==> config.mk <==
export PLATFORM = sky130hd
export DESIGN_NAME = i8lrq_queue
export DESIGN_NICKNAME = d
export VERILOG_FILES = /design/src/design/int8_linear_requant_top_macros.svh /design/src/design/i8lrq_pkg.sv /design/src/design/i8lrq_queue.sv
export SDC_FILE = /design/constraint.sdc
export NUM_CORES = 1
export LEC_CHECK = 0
export ABC_AREA = 0
export BUFFER_PORTS_ARGS = -buffer_cell sky130_fd_sc_hd__buf_2
export CAP_MARGIN = 20
export CORE_UTILIZATION = 40
export CTS_BUF_LIST = sky130_fd_sc_hd__clkbuf_4 sky130_fd_sc_hd__clkbuf_8
export CTS_CLUSTER_SIZE = 40
export DETAILED_ROUTE_END_ITERATION = 10
export SLEW_MARGIN = 15
export SYNTH_ARGS = -nofsm -noshare
export SYNTH_HDL_FRONTEND = slang
export SYNTH_SLANG_ARGS = --single-unit
==> constraint.sdc <==
create_clock -name clk -period 4.1 [get_ports clk]
set_input_delay 0 -clock clk [delete_from_list [all_inputs] [get_ports clk]]
set_output_delay 0 -clock clk [all_outputs]
set_load 0.1 [all_outputs]
==> src/design/int8_linear_requant_top_macros.svh <==
// ----------------------------------------------------------------------------
// int8_linear_requant_top_macros
// assertion macros shared by the requant block
// ----------------------------------------------------------------------------
`ifndef INT8_LINEAR_REQUANT_TOP_MACROS_SVH
`define INT8_LINEAR_REQUANT_TOP_MACROS_SVH

// checked only while out of reset
`define REQ_ASSERT(lbl, prop, msg) \
	lbl: assert property (@(posedge clk) disable iff (!arst_n) prop) else $error(msg);

// checked at every edge, reset included
`define REQ_ASSERT_RST(lbl, prop, msg) \
	lbl: assert property (@(posedge clk) prop) else $error(msg);

`endif

==> src/design/i8lrq_pkg.sv <==
// ----------------------------------------------------------------------------
// i8lrq_pkg
// shared types and constants of the int8 linear requant block
// ----------------------------------------------------------------------------
`default_nettype none
package i8lrq_pkg;
	localparam int MAX_CHANNELS_DEF = 64;
	localparam int MAX_EMB_DEF      = 256;
	localparam int RESULT_CAP       = 64;
	localparam int CLIP_MAX         = 127;
	localparam int CLIP_MIN         = -128;
	localparam int CFG_W            = 16;
	localparam int CFG_IDX_W        = 3;
	localparam int QUEUE_DEPTH      = 4;

	typedef enum logic [1:0] {
		ACT_WEIGHT = 2'd0,
		ACT_BIAS   = 2'd1,
		ACT_ROW    = 2'd2
	} act_t;

	typedef enum logic [CFG_IDX_W-1:0] {
		REG_EMB_LENGTH    = 3'd0,
		REG_HEAD_COUNT    = 3'd1,
		REG_PROJ_COUNT    = 3'd2,
		REG_SEQ_LENGTH    = 3'd3,
		REG_SCALE_MUL     = 3'd4,
		REG_REQUANT_SHIFT = 3'd5
	} reg_idx_t;

	typedef struct packed {
		act_t        op;
		logic [5:0]  channel;
		logic [7:0]  emb_index;
		logic [15:0] value;
		logic        trig;
	} cmd_t;

	typedef struct packed {
		logic full;
		logic empty;
	} q_stat_t;
endpackage
`default_nettype wire

==> src/design/i8lrq_queue.sv <==
// ----------------------------------------------------------------------------
// i8lrq_queue
// small command fifo between front and back
// ----------------------------------------------------------------------------
`default_nettype none
module i8lrq_queue #(
	parameter int DEPTH = i8lrq_pkg::QUEUE_DEPTH
) (
	input  wire                clk,
	input  wire                arst_n,
	input  wire                push,
	input  i8lrq_pkg::cmd_t    push_cmd,
	input  wire                pop,
	output i8lrq_pkg::cmd_t    head,
	output i8lrq_pkg::q_stat_t stat
);
	localparam int AW = (DEPTH > 1) ? $clog2(DEPTH) : 1;

	i8lrq_pkg::cmd_t  slot_q [DEPTH];
	logic [AW-1:0]    wp_q;
	logic [AW-1:0]    rp_q;
	logic [AW:0]      cnt_q;

	assign stat.full  = int'(cnt_q) == DEPTH;
	assign stat.empty = cnt_q == '0;
	assign head       = slot_q[rp_q];

	always_ff @(posedge clk) begin
		if (push) begin
			slot_q[wp_q] <= push_cmd;
		end
	end

	always_ff @(posedge clk or negedge arst_n) begin
		if (!arst_n) begin
			wp_q  <= '0;
			rp_q  <= '0;
			cnt_q <= '0;
		end else begin
			if (push) begin
				wp_q <= (int'(wp_q) == DEPTH - 1) ? '0 : wp_q + 1'b1;
			end
			if (pop) begin
				rp_q <= (int'(rp_q) == DEPTH - 1) ? '0 : rp_q + 1'b1;
			end
			if (push && !pop) begin
				cnt_q <= cnt_q + 1'b1;
			end else if (pop && !push) begin
				cnt_q <= cnt_q - 1'b1;
			end
		end
	end
endmodule
`default_nettype wire

; After elaboration in Yosys (flattened, before gate mapping)
; Memories as Yosys holds them, arrays and structs flattened.
; Cells that the tools add are included.
[word_totals]
ram_bits = 132
wordCells = 23
mem_count = 1
reg_bits = 7
[op_classes]
muxes = 6
n_eq_ne = 3
n_reduce_logical = 6
n_addsub = 4
[memory_table]
columns = name, words, width, read_ports, rd_ports_with_merged_regs, wr, line_no
row1 = slot_q, 4, 33, 1, 0, 1, i8lrq_queue.sv:19  ; i8lrq_pkg::cmd_t slot_q [DEPTH];
[ops]
columns = cell, count
row1 = two-way mux 3 bit, 2
row2 = adder 2 x 1 -> 2 bit (second input constant), 2
row3 = == test 2 x 1 -> 1 bit (second input constant), 2
row4 = two-way mux 2 bit, 2
row5 = adder 3 x 1 -> 3 bit (second input constant), 1
row6 = == test 3 bit (second input constant), 1
row7 = zero test 3 bit, 1
row8 = subtractor 3 x 1 -> 3 bit (second input constant), 1
row9 = logical AND 1 bit, 2
row10 = zero test 1 bit, 2
row11 = two-way mux 1 bit, 2
row12 = nonzero test 2 bit, 1

; Logic depth before layout (Yosys ltp)
; Gate-level depths: netlist of run 1.
[logic_depth]
ltp_word = 4
mapped_depth = 7
mapped_depth_nobuf = 7

; Least setup slack after synthesis of run 1
; No wires, ideal clock.
[synth_timing]
kind = register -> output
start = register cnt_q[0]
end = output stat[1] (netlist name)
path_stages_with_launch = 2
setup_slack_ns = 1.447
arrival_ns = 2.653
n_path_buf = 0
path_cell_list = dfrtp_1 nor3b_1
[synth_rtl]
columns = item, line_no
row1 = from (decl), i8lrq_queue.sv:22  ; logic [AW:0] cnt_q;
row2 = from (signal assigned), i8lrq_queue.sv:47  ; cnt_q <= cnt_q + 1'b1;
row3 = from (signal assigned), i8lrq_queue.sv:49  ; cnt_q <= cnt_q - 1'b1;
row4 = to (decl), i8lrq_queue.sv:15  ; output i8lrq_pkg::q_stat_t stat

==> results.toml, run 1 <==
[finish]
insertedDiodeCount = 0
design_area_mm2 = 0.00653
drive_gt1_frac = 0.402
fill_cells = 1071
fin_cells = 515
mostFrequentLayoutCell = "edfxtp_1"
area_growth_pct = 24.9
final_cell_mix = "132 x edfxtp_1, 71 x buf_2, 37 x dlygate4sd3_1, 28 x mux4_2, 17 x clkbuf_8"
nets = 374

[timing]
post-route-period-util = 0.611
hold_viol_final = 0
period_needed_ps = 2510
slew_headroom = 0.364
slew_viol_final = 0
worst_pin_slew_ps = 954
setup_slack_ps = 1590
rsz0062_at_grt = "no"
timing.fmax_mhz = 399
finalClockSkew_ps = 5.37
finalSetupViolations = 0
setup_tns_ps = 0

[place]
place_hpwl_um = 5050
place.gp.congestion = 0.610
place_inst = 446
place_ws_ps = 1970
port_buffers = 71
placedInstanceArea_mm2 = 0.00572

[yosys]
yosys_warnings = 0
yosysUniqueCellTypes = 19
syn_area_per_cell_um2 = 24.9
synth_area_leaders = "edfxtp_1 76%, mux4_2 12%, dfrtp_1 3.4%"
seq_area_frac_synth = 0.792
synth_cells = 210
synth_top_area_frac = 0.758
yosys_register_bits = 139
synth_top_cell_by_area = "edfxtp_1"
netlist_area_mm2 = 0.00523
synth_nets = 254

[global_route]
antenna_found_initial = 0
grt_overflow = 0
grt_max_degree = 36
grt_pass1_vias = 2576
grt_pass1_wl_um = 13700
grt_usage = 0.147

[flow_run]
max_cap_violations = 0

[cts]
cts_tree = "yes"
numCtsBuffers = 17
cts_max_level = 4
clockRootBuffer = "clkbuf_8"
ctsResizeCount = 0
clockBufferDepth = 2
post_cts_buffers = 0
insertion_delay_ps = 420
cts_num_sinks = 139
clk_pin_slew_ps = 70

[detailed_routing]
vias = 2447
ant_nets = 0
dr.pass1.iters = 4
drt-total-wl_um = 8770
drc_errors = 0
drtIter0Drc = 203
avgRoutedWirePerCell_um = 17.0
routed_via_density = 4.75

[floorplan]
rows = 41
die_area_mm2 = 0.0135
die_w_um = 116
ios = 72
die_height_um = 116
start_util = 0.413
core_mm2 = 0.0127

[critical_path]
reg2reg_depth = 3
start_kind = "flop"
end_kind = "primary output"
cp.arrival_ps = 2510
cp.required_ps = 4100
crit_type = "reg -> out"
worstPathMaxFanout = 19

[outcome]
outcome = "finished clean"

[hold_path]
hold_path_depth = 2
hold_path_class = "in -> reg"
## repair_timing
| action | CTS | global route |
|---|---|---|
| setup endpoints to repair | 0 | 0 |
| endpoints found under the hold margin | 143 | 0 |
| hold buffers | 37 | 0 |
## critical path, cell delays in order, from the launching register on
cell	delay [ps]
dfrtp_2	710
buf_4	470
mux4_2	580
buf_2	310
## final timing paths
kind | startpoint | endpoint | slack, ps
worst max-delay path | rp_q[0] | head[0] | 1590
worst min-delay path | push_cmd[1] | slot_q[0][1] | 330
worst max register to register | wp_q[1] | slot_q[1][3] | 2290
worst min register to register | cnt_q[2] | cnt_q[2] | 490
max in group asynchronous | arst_n | rp_q[0] | 3270
min in group asynchronous | arst_n | wp_q[1] | 550
## cell type report
cell class	instances	area, um^2	share of cell area
multi-input cells	59	988	0.151
repair buffers	109	733	0.112
well taps	172	215	0.0330
flip-flops and latches	139	4140	0.634
inverters	4	15.0	0.00230
clock inverters	15	204	0.0312
clock buffers	17	234	0.0358
## flip-flops by register name, indices dropped and copies added (netlist names)
register,count
cnt_q,3
rp_q,2
slot_q,132
wp_q,2
## layer usage
| layer | track usage | vias to the layer above | share of wire |
|---|---|---|---|
| met4 | 0.0615 | 0 | 0.013 |
| li1 | - | 1122 | - |
| met2 | 0.243 | 64 | 0.50 |
| met3 | 0.0519 | 10 | 0.045 |
| met5 | 0 | - | 0 |
| met1 | 0.177 | 1251 | 0.45 |
## cells in the mapped netlist (all sizes together)
cell type,count
xnor2,1
mux2,3
inv,4
xor2,2
ha,6
dfrtp,7
mux4,33
nor2,3
edfxtp,132
nor3b,1
nor3,1
fa,1
buf,8
and2,4
o21ai,2
nand2,2
## through the flow
stage,hold WS (ps),util
3_3_place_gp,-150,0.452
6_report,327,0.515
4_1_cts,288,0.515
3_5_place_dp,-148,0.452
2_1_floorplan,-296,-
5_1_grt,294,0.515
## logic make-up (layout without fill, tap and decap cells)
kind of cell,count (synthesis),after routing,synth area share
buffers and inverters,12,145,0.0203
adders and majority gates,7,7,0.0182
muxes,36,36,0.152
DFF,139,139,0.792
and+or+nand+nor,11,11,0.0108
xor gates and xnor gates,3,3,0.00503
AOI/OAI and AO/OA,2,2,0.00191
Power of run 1 is left out: the tool's default activity adds up to more than one toggle a clock period on the data nets, which glitch-free logic cannot reach.
==> run 2: changes to the inputs <==
Clock period 4.1 ns to 2.1 ns, I/O delays scaled along.
==> run 2 against run 1 <==
  * Sequential cell count did not move
  * Global-route usage up 0.70 points
  * Critical path depth unchanged
  * Core utilization rose by 0.62 points
  * First-iteration DRC count fell by 38%
  * Clock skew rose by 4.9 ps
  * Routed wire length up 7.1%
  * Worst hold slack worse by 19 ps
  * Setup slack worse by 1400 ps
  * Clock-buffer cell count up 5
  * Critical endpoint is now head[5]
==> results.toml, run 2 (same netlist as run 1, synthesis figures left out) <==
[global_route]
antenna_found_initial = 0
grt_pass1_vias = 2671
grt_usage = 0.154
grt_overflow = 0
grt_max_degree = 22
grt_pass1_wl_um = 14500

[finish]
fill_cells = 1056
fin_cells = 527
largest_reg_flops = 132
final_cell_mix = "132 x edfxtp_1, 67 x buf_2, 37 x dlygate4sd3_1, 28 x mux4_2, 17 x clkbuf_8"
top_regs = "slot_q: 132 flops, cnt_q: 3 flops"
insertedDiodeCount = 0
nets = 386
top_register = "slot_q"
mostFrequentLayoutCell = "edfxtp_1"
area_growth_pct = 26.4
drive_gt1_frac = 0.431
seq_area_mm2 = 0.00414
multi_input_area_um2 = 998

[hold_path]
hold_path_class = "in -> reg"
hold_start = "push_cmd[15]"

[critical_path]
cp.arrival_ps = 1940
end_kind = "primary output"
cp.required_ps = 2100
crit_path_start = "rp_q[0]"
regToRegSetupSlack_ps = 630
reg2reg_depth = 3
worstPathMaxFanout = 15
r2r_end = "rp_q[1]"
setup.worst_path.end = "head[5]"
start_kind = "flop"
r2r_start = "rp_q[1]"
crit_type = "reg -> out"

[cts]
numCtsBuffers = 17
cts_num_sinks = 139
clockRootBuffer = "clkbuf_8"
cts_tree = "yes"
clk_pin_slew_ps = 70
clockBufferDepth = 2
cts_max_level = 4
insertion_delay_ps = 440

[detailed_routing]
ant_nets = 0
routed_via_density = 4.84
vias = 2551
drc_errors = 0
drt-total-wl_um = 9390
avgRoutedWirePerCell_um = 17.8
dr.pass1.iters = 4
drtIter0Drc = 125

[flow_run]
max_cap_violations = 0

[timing]
rsz0062_at_grt = "no"
setup_tns_ps = 0
post-route-period-util = 0.926
finalClockSkew_ps = 10.3
timing.fmax_mhz = 514
finalSetupViolations = 0
worst_pin_slew_ps = 497
slew_headroom = 0.671
period_needed_ps = 1940
slew_viol_final = 0
hold_viol_final = 0

[outcome]
outcome = "finished clean"

[floorplan]
rows = 41
ios = 72
die_w_um = 116
core_mm2 = 0.0127
die_area_mm2 = 0.0135
die_height_um = 116
start_util = 0.413

[place]
place_hpwl_um = 5480
port_buffers = 71
place_inst = 456
place.gp.congestion = 0.674
==> run 2: cell count changes in the layout (fill, tap and decap cells not counted), sizes merged <==
cell	delta
buf	+11
clkbuf	+6
bufinv	-3
clkinvlp	-2
==> run 2: what timing repair did <==
| action | 4_1_cts | 5_1_grt |
|---|---|---|
| setup endpoints to repair | 13 | 1 |
| buffers inserted | 2 | 0 |
| endpoints found under the hold margin | 143 | 0 |
| hold buffers | 37 | 0 |
| gates resized for setup | 5 | 2 |
==> run 2: critical path, stage by stage (launching register included) <==
cell	delay, ps
dfrtp_2	430
buf_8	220
mux4_2	540
buf_2	310
==> run 2: worst min-delay path by stage <==
stage | slack [ps] | cells past startpoint | end
3_3_place_gp | -140 | 1 | cnt_q[2]
5_1_grt | 290 | 2 | slot_q[2][16]
4_1_cts | 270 | 2 | slot_q[0][6]
2_1_floorplan | -300 | 0 | cnt_q[0]
6_report | 310 | 2 | slot_q[3][15]
3_5_place_dp | -140 | 1 | cnt_q[2]
==> run 2: per-layer routing <==
layer  GRT usage  share of wire
met1       0.196           0.46
met2       0.238           0.47
met3      0.0514          0.048
met4      0.0795          0.021
met5           0              0
==> run 2: layout make-up <==
cell class,instances,share of cell area
inverters,4,0.00227
well taps,172,0.0326
flip-flops and latches,139,0.627
repair buffers,121,0.131
clock buffers,22,0.0411
clock inverters,10,0.0151
multi-input cells,59,0.151
==> run 2: per-stage QoR <==
stage	utilization	setup WS (ps)	instance area [um^2]	hold slack, ps
floorplan	-	271	5240	-296
global placement	0.460	387	5830	-143
detailed placement	0.460	374	5830	-136
CTS	0.521	10.0	6610	267
global route	0.522	62.3	6610	291
finish	0.522	156	6610	308
Power of run 2 is left out for the same reason.
==> run 3: changes to the inputs <==
Settings changed: CORE_UTILIZATION 40 to 45, GPL_TIMING_DRIVEN set to 0, PLACE_DENSITY set to 0.67.
==> run 3 against run 2 <==
  * Maximum frequency fell by 1.5%
  * Highest routed layer unchanged
  * Largest cell class unchanged
  * Core utilization rose by 8.1 points
  * Die area down 11%
  * Sequential cell count unchanged
  * Non-clock buffer count shrank 1
  * Clock skew down 2.4 ps
  * Critical endpoint is now head[21]
  * Worst hold slack better by 8.1 ps
  * Sequential share of layout area down 0.71 points
  * Critical path depth increased by 1
  * Final cell count down 6.3%
==> results.toml, run 3 (same netlist as run 1, synthesis figures left out) <==
[timing]
worst_pin_slew_ps = 554
timing.hold.ws_ps = 317
slew_viol_final = 0
setup_slack_ps = 126
timing.fmax_mhz = 507
post-route-period-util = 0.940
setup_tns_ps = 0
finalSetupViolations = 0
slew_headroom = 0.631
finalClockSkew_ps = 7.86
period_needed_ps = 1970
rsz0062_at_grt = "no"
hold_viol_final = 0

[critical_path]
end_kind = "primary output"
cp.required_ps = 2100
regToRegSetupSlack_ps = 380
crit_slowest_cell = "mux4_2"
crit_type = "reg -> out"
start_kind = "flop"
crit_chain = "buf_6, buf_12, mux4_2, buf_2"
cp.arrival_ps = 1970
r2r_start = "wp_q[0]"
worstPathMaxFanout = 10
critical-path-max-stage-delay_ps = 520
crit_path_start = "rp_q[0]"
r2r_end = "slot_q[2][21]"
reg2reg_depth = 4

[finish]
insertedDiodeCount = 0
mostFrequentLayoutCell = "edfxtp_1"
drive_gt1_frac = 0.429
top_register = "slot_q"
fill_cells = 816
top_regs = "slot_q: 132 flops, cnt_q: 3 flops"
area_growth_pct = 27.7
final_cell_mix = "132 x edfxtp_1, 75 x buf_2, 37 x dlygate4sd3_1, 28 x mux4_2, 20 x clkbuf_8"
nets = 385
largest_reg_flops = 132

[cts]
cts_tree = "yes"
insertion_delay_ps = 430
ctsResizeCount = 0
numCtsBuffers = 17
cts_num_sinks = 139
clockBufferDepth = 2
clockRootBuffer = "clkbuf_8"
cts_max_level = 4
clk_pin_slew_ps = 70

[detailed_routing]
ant_nets = 0
dr.pass1.iters = 4
drt-total-wl_um = 8970
vias = 2520
dr_wl_met2_um = 4490
wl_met3_um = 489
m1WireLength_um = 3870
drtIter0Drc = 91
routed_via_density = 5.10
drc_errors = 0
avgRoutedWirePerCell_um = 18.2
highest_layer = "met4"

[hold_path]
hold_path_depth = 2
hold_path_end = "slot_q[0][26]"
hold_path_class = "in -> reg"
hold_start = "push_cmd[26]"

[global_route]
antenna_found_initial = 0
grt_pass1_wl_um = 14000
grt_max_degree = 18
grt_pass1_vias = 2729
grt_overflow = 0
grt_usage = 0.168

[flow_run]
max_cap_violations = 0

[outcome]
outcome = "finished clean"

[place]
port_buffers = 71
place_ws_ps = 358
place_hpwl_um = 5480
place.gp.congestion = 0.635

[floorplan]
die_w_um = 110
die_area_mm2 = 0.0121
die_height_um = 110
start_util = 0.472
core_mm2 = 0.0111
ios = 72
rows = 38
-- run 3: changes by cell type in the layout (fill, tap and decap cells not counted), sizes merged --
cell,delta
clkinv,-3
bufinv,+1
clkbuf,+1
-- run 3: layout make-up --
class | count | area [um^2] | area share
Inverter | 4 | 15.0 | 0.00225
Buffer | 8 | 91.3 | 0.0137
Clock inverter | 8 | 118 | 0.0176
Multi-Input combinational cell | 59 | 998 | 0.150
Timing Repair Buffer | 112 | 836 | 0.125
Clock buffer | 24 | 305 | 0.0457
Tap cell | 140 | 175 | 0.0262
Sequential cell | 139 | 4140 | 0.620
-- run 3: worst max-delay path by stage --
| stage | to | slack, ps |
|---|---|---|
| after global routing | head[6] | 4 |
| after detailed placement | slot_q[2][30] | 360 |
| final | head[21] | 130 |
| after CTS | head[28] | 50 |
| after global placement | slot_q[0][16] | -360 |
| after floorplan | slot_q[2][0] | 270 |
-- run 3: metrics by stage --
step	utilization	cell area, um^2	std cells
after global placement	0.521	5770	421
after detailed placement	0.531	5880	425
after CTS	0.603	6680	494
after floorplan	-	5240	210
after global routing	0.603	6680	494
final	0.603	6680	494
-- run 3: timing repair --
action                                 4_1_cts  5_1_grt
setup buffers                                0        0
hold buffers                                37        0
endpoints found under the hold margin      144        0
-- run 3: worst max-delay path, delay by kind of cell, from the launching register on --
family / cells / cell delay [ps]
mux: 1 / 520
buf+inv: 3 / 660
flops: 1 / 370
-- run 3: per-layer routing --
layer | up-vias | track usage
met5 | - | 0
met1 | 1285 | 0.205
li1 | 1149 | -
met2 | 75 | 0.271
met3 | 11 | 0.0581
met4 | 0 | 0.0762
Power of run 3 is left out for the same reason.
