$ cat config.mk
export PLATFORM = sky130hd
export DESIGN_NAME = i8lrq_front_flat
export DESIGN_NICKNAME = d
export VERILOG_FILES = /design/src/design/int8_linear_requant_top_macros.svh /design/src/design/i8lrq_pkg.sv /design/src/design/i8lrq_in_if.sv /design/src/design/i8lrq_front.sv /design/src/flat_wrapper.sv
export SDC_FILE = /design/constraint.sdc
export NUM_CORES = 1
export LEC_CHECK = 0
export BUFFER_PORTS_ARGS = -buffer_cell sky130_fd_sc_hd__buf_2
export CORE_MARGIN = 10
export CORE_UTILIZATION = 34
export DETAILED_ROUTE_END_ITERATION = 7
export GPL_TIMING_DRIVEN = 0
export PLACE_DENSITY = 0.95
export SLEW_MARGIN = 20
export SYNTH_ARGS = -nofsm -noshare
export SYNTH_HDL_FRONTEND = slang
export SYNTH_SLANG_ARGS = --single-unit
$ cat constraint.sdc
create_clock -name vclk -period 6.6
set_clock_uncertainty 0.1 [all_clocks]
set_input_delay 1.32 -clock vclk [all_inputs]
set_output_delay 1.32 -clock vclk [all_outputs]
set_load 0.05 [all_outputs]
$ cat src/design/int8_linear_requant_top_macros.svh
// ----------------------------------------------------------------------------
// int8_linear_requant_top_macros
// assertion macros shared by the requant block
// ----------------------------------------------------------------------------
`ifndef INT8_LINEAR_REQUANT_TOP_MACROS_SVH
`define INT8_LINEAR_REQUANT_TOP_MACROS_SVH

// checked only while out of reset
`define REQ_ASSERT(lbl, prop, msg) \
	lbl: assert property (@(posedge clk) disable iff (!arst_n) prop) else $error(msg);

// checked at every edge, reset included
`define REQ_ASSERT_RST(lbl, prop, msg) \
	lbl: assert property (@(posedge clk) prop) else $error(msg);

`endif

$ cat src/design/i8lrq_pkg.sv
// ----------------------------------------------------------------------------
// i8lrq_pkg
// shared types and constants of the int8 linear requant block
// ----------------------------------------------------------------------------
`default_nettype none
package i8lrq_pkg;
	localparam int MAX_CHANNELS_DEF = 64;
	localparam int MAX_EMB_DEF      = 256;
	localparam int RESULT_CAP       = 64;
	localparam int CLIP_MAX         = 127;
	localparam int CLIP_MIN         = -128;
	localparam int CFG_W            = 16;
	localparam int CFG_IDX_W        = 3;
	localparam int QUEUE_DEPTH      = 4;

	typedef enum logic [1:0] {
		ACT_WEIGHT = 2'd0,
		ACT_BIAS   = 2'd1,
		ACT_ROW    = 2'd2
	} act_t;

	typedef enum logic [CFG_IDX_W-1:0] {
		REG_EMB_LENGTH    = 3'd0,
		REG_HEAD_COUNT    = 3'd1,
		REG_PROJ_COUNT    = 3'd2,
		REG_SEQ_LENGTH    = 3'd3,
		REG_SCALE_MUL     = 3'd4,
		REG_REQUANT_SHIFT = 3'd5
	} reg_idx_t;

	typedef struct packed {
		act_t        op;
		logic [5:0]  channel;
		logic [7:0]  emb_index;
		logic [15:0] value;
		logic        trig;
	} cmd_t;

	typedef struct packed {
		logic full;
		logic empty;
	} q_stat_t;
endpackage
`default_nettype wire

$ cat src/design/i8lrq_in_if.sv
// ----------------------------------------------------------------------------
// i8lrq_in_if
// input item channel: loads and activation elements
// ----------------------------------------------------------------------------
`default_nettype none
interface i8lrq_in_if;
	logic              valid;
	logic              ready;
	logic [1:0]        action;
	logic [5:0]        channel;
	logic [7:0]        emb_index;
	logic signed [15:0] value;

	modport source (output valid, action, channel, emb_index, value, input ready);
	modport sink (input valid, action, channel, emb_index, value, output ready);
endinterface
`default_nettype wire

$ cat src/design/i8lrq_front.sv
// ----------------------------------------------------------------------------
// i8lrq_front
// accepts input beats, drops out-of-range ones, flags the row end
// ----------------------------------------------------------------------------
`default_nettype none
module i8lrq_front #(
	parameter int MAX_CHANNELS = i8lrq_pkg::MAX_CHANNELS_DEF,
	parameter int MAX_EMB      = i8lrq_pkg::MAX_EMB_DEF,
	parameter int EW           = $clog2(MAX_EMB + 1)
) (
	i8lrq_in_if.sink        item,
	input  wire [EW-1:0]    elen,
	input  i8lrq_pkg::q_stat_t q_stat,
	output logic            push,
	output i8lrq_pkg::cmd_t cmd
);
	logic keep;
	logic ch_ok;
	logic ei_ok;

	assign item.ready = !q_stat.full;
	assign ch_ok = int'(item.channel) < MAX_CHANNELS;
	assign ei_ok = int'(item.emb_index) < MAX_EMB;

	always_comb begin
		unique case (item.action)
			i8lrq_pkg::ACT_WEIGHT: keep = ch_ok && ei_ok;
			i8lrq_pkg::ACT_BIAS:   keep = ch_ok;
			i8lrq_pkg::ACT_ROW:    keep = ei_ok;
			default:               keep = 1'b0;
		endcase
	end

	assign push = item.valid && item.ready && keep;

	always_comb begin
		cmd.op        = i8lrq_pkg::act_t'(item.action);
		cmd.channel   = item.channel;
		cmd.emb_index = item.emb_index;
		cmd.value     = item.value;
		// row end: element at the last effective position
		cmd.trig      = (item.action == i8lrq_pkg::ACT_ROW) &&
			(int'(item.emb_index) == int'(elen) - 1);
	end
endmodule
`default_nettype wire

$ cat src/flat_wrapper.sv
// flat-port wrapper written by rule: the top's interface ports become plain ports
module i8lrq_front_flat 
#(
	parameter int MAX_CHANNELS = i8lrq_pkg::MAX_CHANNELS_DEF,
	parameter int MAX_EMB      = i8lrq_pkg::MAX_EMB_DEF,
	parameter int EW           = $clog2(MAX_EMB + 1)
)
  (elen, q_stat, push, cmd, item_valid, item_action, item_channel, item_emb_index, item_value, item_ready);
  i8lrq_in_if item_i ();
  input  wire [EW-1:0] elen;
  input  i8lrq_pkg::q_stat_t q_stat;
  output logic push;
  output i8lrq_pkg::cmd_t cmd;
  input wire logic [$bits(item_i.valid)-1:0] item_valid;
  input wire logic [$bits(item_i.action)-1:0] item_action;
  input wire logic [$bits(item_i.channel)-1:0] item_channel;
  input wire logic [$bits(item_i.emb_index)-1:0] item_emb_index;
  input wire logic [$bits(item_i.value)-1:0] item_value;
  output wire logic [$bits(item_i.ready)-1:0] item_ready;
  assign item_i.valid = item_valid;
  assign item_i.action = item_action;
  assign item_i.channel = item_channel;
  assign item_i.emb_index = item_emb_index;
  assign item_i.value = item_value;
  assign item_ready = item_i.ready;
  i8lrq_front #(.MAX_CHANNELS(MAX_CHANNELS), .MAX_EMB(MAX_EMB), .EW(EW)) u_core (.item(item_i), .elen(elen), .q_stat(q_stat), .push(push), .cmd(cmd));
endmodule
Word-level counts from Yosys, hierarchy flattened

Cells that the tools add are included.

Reductions and logical operators: 6
Eq/ne operators: 3
$add $sub $neg: 1
Multiplexer cells: 1

Operators by type and width:

| operator               | count |
|---|---|
| $eq A9 B32 Y1          | 1 |
| $sub A9 B1 Y10 const B | 1 |
| $logic_and A1 B1 Y1    | 3 |
| $reduce_or A3 Y1       | 1 |
| $eq A2 B1 Y1 const B   | 1 |
| $eq A2 B2 Y1 const B   | 1 |
| $logic_not A2 Y1       | 1 |
| $logic_not A1 Y1       | 1 |
| $mux W1                | 1 |

Output and inout bits: 35
Register bits after elaboration: 0
Input bits: 44

Logic depth before layout (Yosys ltp)

Gate-level depths: netlist (run 1).

Word-level depth: 4
Gate-level depth with buffers: 7
Mapped depth without buffers: 7

Worst setup path after synthesis (run 1)

No wires, ideal clock.

Kind: input -> output
From: input port elen[4]
To: output port cmd[0] in the netlist's numbering
Arrival time: 3.170 ns
Data required time: 5.180 ns
Path buffers: 0
Path slack: 2.010 ns
Cell stages on the path: 5
Cell sequence: or3_4 -> or3_4 -> a221o_1 -> a2111oi_2 -> o2111a_1

RTL lines:

| item        | line               | text |
|---|---|---|
| from (decl) | flat_wrapper.sv:10 | `input wire [EW-1:0] elen;` |
| to (decl)   | flat_wrapper.sv:13 | `output i8lrq_pkg::cmd_t cmd;` |

==> run_results.csv, run 1 <==
group,metric,value,unit
run_status,status,"finished, final reports clean",
cells_and_area,seq_cells,0,
yosys,synth_top_area_frac,0.437,
power_and_ir_drop,power.leakage,0.501,nW
die,die-width,60.2,um
yosys,synth_common_cells,"32 x buf_4, 5 x inv_1, 5 x xnor2_1",
power_and_ir_drop,peakVddDrop,0.0708,mV
sta,setup_viol,0,
die,die_y,60.2,um
critical_path,crit_arrival,3300,ps
power_and_ir_drop,p_clk_frac,0,
cells_and_area,filler_cell_count,137,
cells_and_area,nClkBuffers,0,
routing,wire_per_inst,15.2,um
yosys,synthCells,76,
power_and_ir_drop,sw_frac_of_total,0.651,
yosys,netlist_top_cells_area,"buf_4 44%, xnor2_1 8.0%, xor2_1 4.8%, or3_4 4.1%, inv_1 3.4%",
routing,vias,685,
routing,topRoutingLayerUsed,"met3",
die,rows,14,
routing,ant_nets,0,
power_and_ir_drop,p_int,0.0000310,W
die,core_area,1520,sq um
sta,rsz0062_at_grt,"false",
yosys,ys_seq_area_frac,0,
hold_path,whs_path_depth,2,
global_routing,grt_overflow,0,
critical_path,cp-start-kind,"primary input",
power_and_ir_drop,p_sw,0.0000577,W
cells_and_area,area_delta_synth_final,54.7,%
sta,period_needed,4720,ps
critical_path,worstPathMaxFanout,5,
cells_and_area,antenna-diode-count,0,
global_routing,grt_first_pass_wirelength,3.28,mm
critical_path,crit_type,"primary input to primary output",
placement,io_buffers,56,
sta,worst_slew_pin_slew,321,ps
yosys,syn-num-nets,121,
global_routing,grt_pass1_vias,717,
yosys,avgSynthCellArea,7.23,sq um
critical_path,cp.required,5180,ps
hold_path,min_to,"cmd[28]",
cells_and_area,regArea,0,sq um
routing,first_iter_violations,7,
critical_path,path_cells,"buf_2 > or3_4 > or3_4 > a221o_1 > a2111oi_2 > o2111a_1 > buf_2",
yosys,synth.largest_area_cell,"buf_4",
routing,drt-pass1-iter-count,4,
sta,finalMaxSlewViolations,0,
die,dieArea,3620,sq um
cells_and_area,nNetsFinal,179,
routing,wl_met1,694,um
yosys,yosysMostFrequentCell,"buf_4",
placement,globalplace.congestion,0.700,
global_routing,grt_util_all_layers,0.111,
critical_path,crit_slowest_cell,"or3_4",
placement,hpwl,2.13,mm
power_and_ir_drop,seq_power_share,0,
yosys,ys_types,26,
global_routing,grt_max_degree,9,
clock_tree,cts_hold_buf,0,
sta,hold_viol_final,0,
sta,post-route-period-util,0.715,
power_and_ir_drop,total_power,0.0000887,W
yosys,yosys_warnings,0,
routing,wl_met2,1.12,mm
routing,wl_met3,435,um
critical_path,endpoint_kind,"primary output",
power_and_ir_drop,p_comb_frac,1.000,
yosys,netlist_area,549,sq um
routing,drc,0,
sta,setup_tns,0,ps
hold_path,min_from,"item_channel[3]",
cells_and_area,drive_gt1_frac,0.705,
die,start_util,0.360,
power_and_ir_drop,power_density,104,nW/um^2
global_routing,antenna_found_initial,0,
cells_and_area,multi_input_area,287,sq um
clock_tree,cts_setup_buffers,0,
clock_tree,cts_resized,0,
critical_path,cp_slowest_stage_delay,410,ps
routing,vias_per_cell,4.63,
sta,fmax,212,MHz
die,pin_count,79,
sta,max_slew_margin,0.784,
routing,wl,2.25,mm
run,drv_cap,0,
hold_path,hold_path_class,"primary input to primary output",
-- logic make-up after synthesis --
family | Yosys count | synth area share
XOR/XNOR | 8 | 0.128
adder cells (fa/ha/maj) | 1 | 0.0228
AND/OR/NAND/NOR | 16 | 0.180
buffers and inverters | 38 | 0.478
AO/OA/AOI/OAI | 13 | 0.191
-- layout by cell type (no fill, tap or decap) --
cell type  synthesis  routed
clkbuf_1           1       1
or2_2              1       1
xor2_1             3       3
o21ai_0            3       3
o211a_1            1       1
a221o_1            1       1
ha_1               1       1
o21a_1             1       1
and3_1             2       2
o31ai_1            1       1
nor3_1             2       2
a2111oi_2          1       1
nand2_1            1       1
inv_1              5       5
a21oi_1            2       2
or3_4              2       2
a211o_1            1       1
buf_2              0      56
nor2_1             3       3
nand3_1            2       2
nor4_1             1       1
o2111a_1           1       1
xnor2_1            5       5
buf_4             32      32
nand4b_1           1       1
or3_2              1       1
o32a_1             1       1
-- metrics by stage --
step	area [sq um]	cells	setup WS (ps)	utilization	hold slack (ps)
floorplan	549	76	2010	-	2710
global placement	850	148	1890	0.557	2840
detailed placement	850	148	1870	0.557	2840
CTS	850	148	1860	0.557	2840
global route	850	148	1800	0.557	2850
finish	850	148	1880	0.557	2840
-- worst max path at each step --
stage | startpoint | endpoint | cells after the start
2_1_floorplan | elen[4] | cmd[0] | 5
3_3_place_gp | elen[4] | cmd[0] | 7
3_5_place_dp | elen[4] | cmd[0] | 7
4_1_cts | elen[4] | cmd[0] | 7
5_1_grt | elen[4] | cmd[0] | 7
6_report | elen[4] | cmd[0] | 7
-- area by class of cell --
class | instances | share of cell area
Tap cell | 16 | 0.0236
Inverter | 5 | 0.0221
Multi-Input combinational cell | 38 | 0.337
Buffer | 33 | 0.287
Timing Repair Buffer | 56 | 0.330
-- layer usage --
metal  vias up  global-route usage
met2        51               0.204
met4         0                   0
li1        344                   -
met3         0              0.0953
met5         -                   0
met1       290              0.0948
-- critical path: cells and delay by family --
family                 cells  cell delay, ps
AO/OA/AOI/OAI              3             840
buffers and inverters      2             370
AND/OR/NAND/NOR            2             780
-- power groups by stage --
stage	logic (W)	clock network, W	registers [W]
2_1_floorplan	0.0000673	0	0
3_3_place_gp	0.0000877	0	0
3_5_place_dp	0.0000893	0	0
4_1_cts	0.0000896	0	0
5_1_grt	0.0000937	0	0
6_report	0.0000887	0	0
No activity file was read; power rests on OpenSTA's default activity.
==> run 2: changes to the inputs <==
--- a/config.mk
+++ b/config.mk
@@ -7,7 +7,7 @@
 export LEC_CHECK = 0
 export BUFFER_PORTS_ARGS = -buffer_cell sky130_fd_sc_hd__buf_2
 export CORE_MARGIN = 10
-export CORE_UTILIZATION = 34
+export CORE_UTILIZATION = 32
 export DETAILED_ROUTE_END_ITERATION = 7
 export GPL_TIMING_DRIVEN = 0
 export PLACE_DENSITY = 0.95
==> constraint.sdc (replaced) <==
create_clock -name vclk -period 4.85
set_clock_uncertainty 0.1 [all_clocks]
set_input_delay 0.97 -clock vclk [all_inputs]
set_output_delay 0.97 -clock vclk [all_outputs]
set_load 0.05 [all_outputs]
==> run_results.csv, run 2 (same netlist as run 1, synthesis figures left out) <==
group,metric,value,unit
power_and_ir_drop,power.leakage,0.501,nW
sta,worst_slew_pin_slew,308,ps
sta,hold_viol_final,0,
sta,period_needed,4010,ps
critical_path,cp-start-kind,"primary input",
die,rows,14,
power_and_ir_drop,peakVddDrop,0.0717,mV
die,die-width,61.4,um
cells_and_area,drive_gt1_frac,0.705,
die,core_area,1560,sq um
power_and_ir_drop,power_density,142,nW/um^2
die,pin_count,79,
sta,max_slew_margin,0.793,
routing,drc,0,
routing,drt-pass1-iter-count,2,
cells_and_area,seq_cells,0,
power_and_ir_drop,total_power,0.000120,W
placement,io_buffers,56,
run,drv_cap,0,
sta,finalMaxSlewViolations,0,
sta,fmax,249,MHz
clock_tree,cts_setup_buffers,0,
placement,globalplace.congestion,0.736,
routing,vias,691,
cells_and_area,regArea,0,sq um
placement,hpwl,1.96,mm
routing,first_iter_violations,6,
hold_path,min_from,"item_channel[4]",
global_routing,grt_overflow,0,
hold_path,hold_path_class,"primary input to primary output",
routing,wl,2.11,mm
critical_path,cp.required,3780,ps
critical_path,critPathLaunch,"elen[4]",
routing,ant_nets,0,
cells_and_area,multi_input_area,287,sq um
cells_and_area,layout_commonest_cell,"buf_2",
hold_path,whs_path_depth,2,
cells_and_area,filler_cell_count,156,
critical_path,worstPathMaxFanout,5,
sta,setup_viol,0,
cells_and_area,utilization,0.545,
routing,vias_per_cell,4.67,
cells_and_area,area_delta_synth_final,54.7,%
critical_path,crit_arrival,2940,ps
run_status,status,"finished, final reports clean",
clock_tree,cts_hold_buf,0,
cells_and_area,antenna-diode-count,0,
critical_path,endpoint_kind,"primary output",
global_routing,antenna_found_initial,0,
die,start_util,0.352,
cells_and_area,final_cell_mix,"56 x buf_2, 32 x buf_4, 5 x inv_1, 5 x xnor2_1",
cells_and_area,nClkBuffers,0,
global_routing,grt_first_pass_wirelength,2.94,mm
sta,post-route-period-util,0.827,
clock_tree,cts_resized,0,
critical_path,crit_type,"primary input to primary output",
sta,rsz0062_at_grt,"false",
routing,wire_per_inst,14.2,um
die,dieArea,3770,sq um
global_routing,grt_max_degree,9,
sta,setup_tns,0,ps
cells_and_area,nNetsFinal,179,
die,die_y,61.4,um
global_routing,grt_util_all_layers,0.0944,
global_routing,grt_pass1_vias,743,
## run 2: area by class of cell
type	instances	area share
inverter	5	0.0221
multi-input combinational	38	0.337
timing repair buffer	56	0.330
tap	16	0.0236
buffer	33	0.287
## run 2: power breakdown
part	internal, W	switching (W)	total (W)
sequential	0	0	0
clock	0	0	0
combinational	0.0000422	0.0000781	0.000120
total	0.0000422	0.0000781	0.000120
## run 2: worst paths after layout
| kind | endpoint |
|---|---|
| hold / removal | cmd[29] |
| setup / recovery | cmd[0] |
## run 2: metrics by stage
step / cell area [sq um] / hold WS, ps / std cells / setup WS [ps]
floorplan: 549 / 2010 / 76 / 960
global placement: 850 / 2140 / 148 / 856
detailed placement: 850 / 2140 / 148 / 824
CTS: 850 / 2150 / 148 / 825
global route: 850 / 2150 / 148 / 786
finish: 850 / 2140 / 148 / 841
## run 2: per-layer routing
layer | up-vias | share of wire | track usage
met5 | - | 0 | 0
li1 | 341 | - | -
met3 | 0 | 0.16 | 0.0473
met4 | 0 | 0 | 0.00637
met2 | 48 | 0.49 | 0.183
met1 | 302 | 0.35 | 0.0910
## run 2: worst max-delay path, stage by stage
cell       delay, ps
buf_2            110
or3_4            400
or3_4            360
a221o_1          310
a2111oi_2        290
o2111a_1         230
buf_2            260
==> run 3: changes to the inputs <==
--- a/config.mk
+++ b/config.mk
@@ -5,12 +5,13 @@
 export SDC_FILE = /design/constraint.sdc
 export NUM_CORES = 1
 export LEC_CHECK = 0
+export ABC_AREA = 1
 export BUFFER_PORTS_ARGS = -buffer_cell sky130_fd_sc_hd__buf_2
 export CORE_MARGIN = 10
-export CORE_UTILIZATION = 32
+export CORE_UTILIZATION = 31
 export DETAILED_ROUTE_END_ITERATION = 7
 export GPL_TIMING_DRIVEN = 0
-export PLACE_DENSITY = 0.95
+export PLACE_DENSITY = 0.9
 export SLEW_MARGIN = 20
 export SYNTH_ARGS = -nofsm -noshare
 export SYNTH_HDL_FRONTEND = slang
==> constraint.sdc (replaced) <==
create_clock -name vclk -period 3.4
set_clock_uncertainty 0.1 [all_clocks]
set_input_delay 0.68 -clock vclk [all_inputs]
set_output_delay 0.68 -clock vclk [all_outputs]
set_load 0.05 [all_outputs]
==> run_results.csv, run 3 <==
group,metric,value,unit
die,start_util,0.327,
power_and_ir_drop,p_sw,0.000117,W
sta,max_slew_margin,0.829,
yosys,ys_types,15,
cells_and_area,antenna-diode-count,0,
yosys,yosysMostFrequentCell,"buf_4",
routing,ant_nets,0,
cells_and_area,multi_input_area,348,sq um
sta,hold_viol_final,0,
routing,first_iter_violations,20,
power_and_ir_drop,p_clk_frac,0,
placement,hpwl,1.92,mm
global_routing,grt_max_degree,5,
yosys,yosys_warnings,0,
yosys,ys_seq_area_frac,0,
die,die-width,65.5,um
critical_path,crit_arrival,2040,ps
critical_path,cp.required,2620,ps
power_and_ir_drop,seq_power_share,0,
power_and_ir_drop,power_density,186,nW/um^2
sta,setup_viol,0,
critical_path,crit_slowest_cell,"ha_1",
yosys,syn-num-nets,163,
critical_path,path_cells,"buf_2 > inv_2 > ha_1 > nand2_1 > nand2_1 > nor2_1 > nand3_1 > nor2_1 > nand4_2 > nor2_2 > buf_2",
cells_and_area,drive_gt1_frac,0.575,
placement,io_buffers,56,
power_and_ir_drop,p_int,0.0000602,W
global_routing,grt_first_pass_wirelength,3.19,mm
sta,setup_tns,0,ps
cells_and_area,finalInstanceArea,955,sq um
routing,vias_per_cell,3.98,
hold_path,hold_path_class,"primary input to primary output",
power_and_ir_drop,peakVddDrop,0.108,mV
yosys,synthCells,118,
cells_and_area,final_cell_mix,"56 x buf_2, 32 x buf_4, 30 x nand2_1",
cells_and_area,regArea,0,sq um
critical_path,worst-path-buf-inv,3,
cells_and_area,filler_cell_count,235,
global_routing,grt_overflow,0,
placement,globalplace.congestion,0.858,
routing,drt-pass1-iter-count,4,
sta,worst_slew_pin_slew,258,ps
critical_path,crit_type,"primary input to primary output",
sta,fmax,355,MHz
run_status,status,"finished, final reports clean",
placement,placed_area,955,sq um
sta,period_needed,2820,ps
global_routing,antenna_found_initial,0,
routing,vias,800,
die,core_area,1960,sq um
power_and_ir_drop,p_comb_frac,1.000,
die,rows,16,
die,dieArea,4290,sq um
critical_path,cp-start-kind,"primary input",
yosys,avgSynthCellArea,5.43,sq um
power_and_ir_drop,sw_frac_of_total,0.660,
clock_tree,cts_setup_buffers,0,
yosys,netlist_area,641,sq um
clock_tree,cts_hold_buf,0,
routing,wire_per_inst,9.88,um
run,drv_cap,0,
power_and_ir_drop,total_power,0.000177,W
cells_and_area,nNetsFinal,221,
yosys,netlist_top_cells_area,"buf_4 38%, nand2_1 18%, nor2_1 8.8%, nand3_1 7.0%, inv_1 5.9%",
cells_and_area,area_delta_synth_final,49.0,%
die,pin_count,79,
critical_path,cp_top_family,"simple AND/OR/NAND/NOR gates",
yosys,synth_top_area_frac,0.375,
global_routing,grt_pass1_vias,802,
global_routing,grt_util_all_layers,0.0839,
critical_path,endpoint_kind,"primary output",
clock_tree,cts_resized,0,
sta,post-route-period-util,0.828,
die,die_y,65.5,um
cells_and_area,seq_cells,0,
cells_and_area,layout_commonest_cell,"buf_2",
power_and_ir_drop,power.leakage,0.609,nW
sta,finalMaxSlewViolations,0,
cells_and_area,nClkBuffers,0,
yosys,synth_common_cells,"32 x buf_4, 30 x nand2_1, 15 x nor2_1",
yosys,synth.largest_area_cell,"buf_4",
sta,rsz0062_at_grt,"false",
routing,drc,0,
routing,wl,1.99,mm
critical_path,worstPathMaxFanout,4,
critical_path,cp_slowest_stage_delay,300,ps
==> run 3: changes by cell type in the layout (fill, tap and decap cells not counted), sizes merged, moves of 2 or more <==
| cell | before | now |
|---|---|---|
| nand3b | 0 | 2 |
| nand2 | 1 | 33 |
| xnor2 | 5 | 3 |
| inv | 5 | 14 |
| or3 | 3 | 0 |
| nor3 | 2 | 0 |
| and3 | 2 | 0 |
| nand3 | 2 | 9 |
| o21ai | 3 | 1 |
| nor2 | 3 | 19 |
| xor2 | 3 | 1 |
==> run 3: final cells by class <==
cell class / count / share of cell area
Inverter: 14 / 0.0550
Tap cell: 27 / 0.0354
Multi-Input combinational cell: 72 / 0.364
Buffer: 32 / 0.252
Timing Repair Buffer: 56 / 0.294
==> run 3: stage by stage <==
stage          setup WS [ps]  hold WS, ps  utilization  instances
5_1_grt                  443         1570        0.487        201
3_5_place_dp             561         1560        0.487        201
2_1_floorplan            725         1430            -        118
6_report                 583         1560        0.487        201
3_3_place_gp             554         1560        0.487        201
4_1_cts                  560         1560        0.487        201
==> run 3: final timing paths <==
path	to	start	slack [ps]	cells after the start
setup / recovery	cmd[0]	elen[0]	580	11
hold / removal	cmd[9]	item_value[8]	1560	2
==> run 3: power groups by stage <==
stage               clock network (W)  registers [W]  logic, W
finish                              0              0  0.000177
detailed placement                  0              0  0.000179
global placement                    0              0  0.000178
global route                        0              0  0.000191
CTS                                 0              0  0.000180
floorplan                           0              0  0.000138
==> run 3: layer usage <==
layer	GRT usage	vias up	routed length, um	part of all wire
li1	-	439	-	-
met1	0.0796	320	670	0.34
met2	0.161	41	1000	0.50
met3	0.0492	0	313	0.16
met4	0	0	0	0
met5	0	-	0	0
==> run 3: logic make-up (layout without fill, tap and decap cells) <==
family | after synthesis | count (layout) | synth area share
compound gates | 3 | 3 | 0.0234
xor+xnor | 4 | 4 | 0.0547
fa+ha+maj | 1 | 1 | 0.0195
buf+inv | 46 | 102 | 0.457
simple gates | 64 | 64 | 0.445
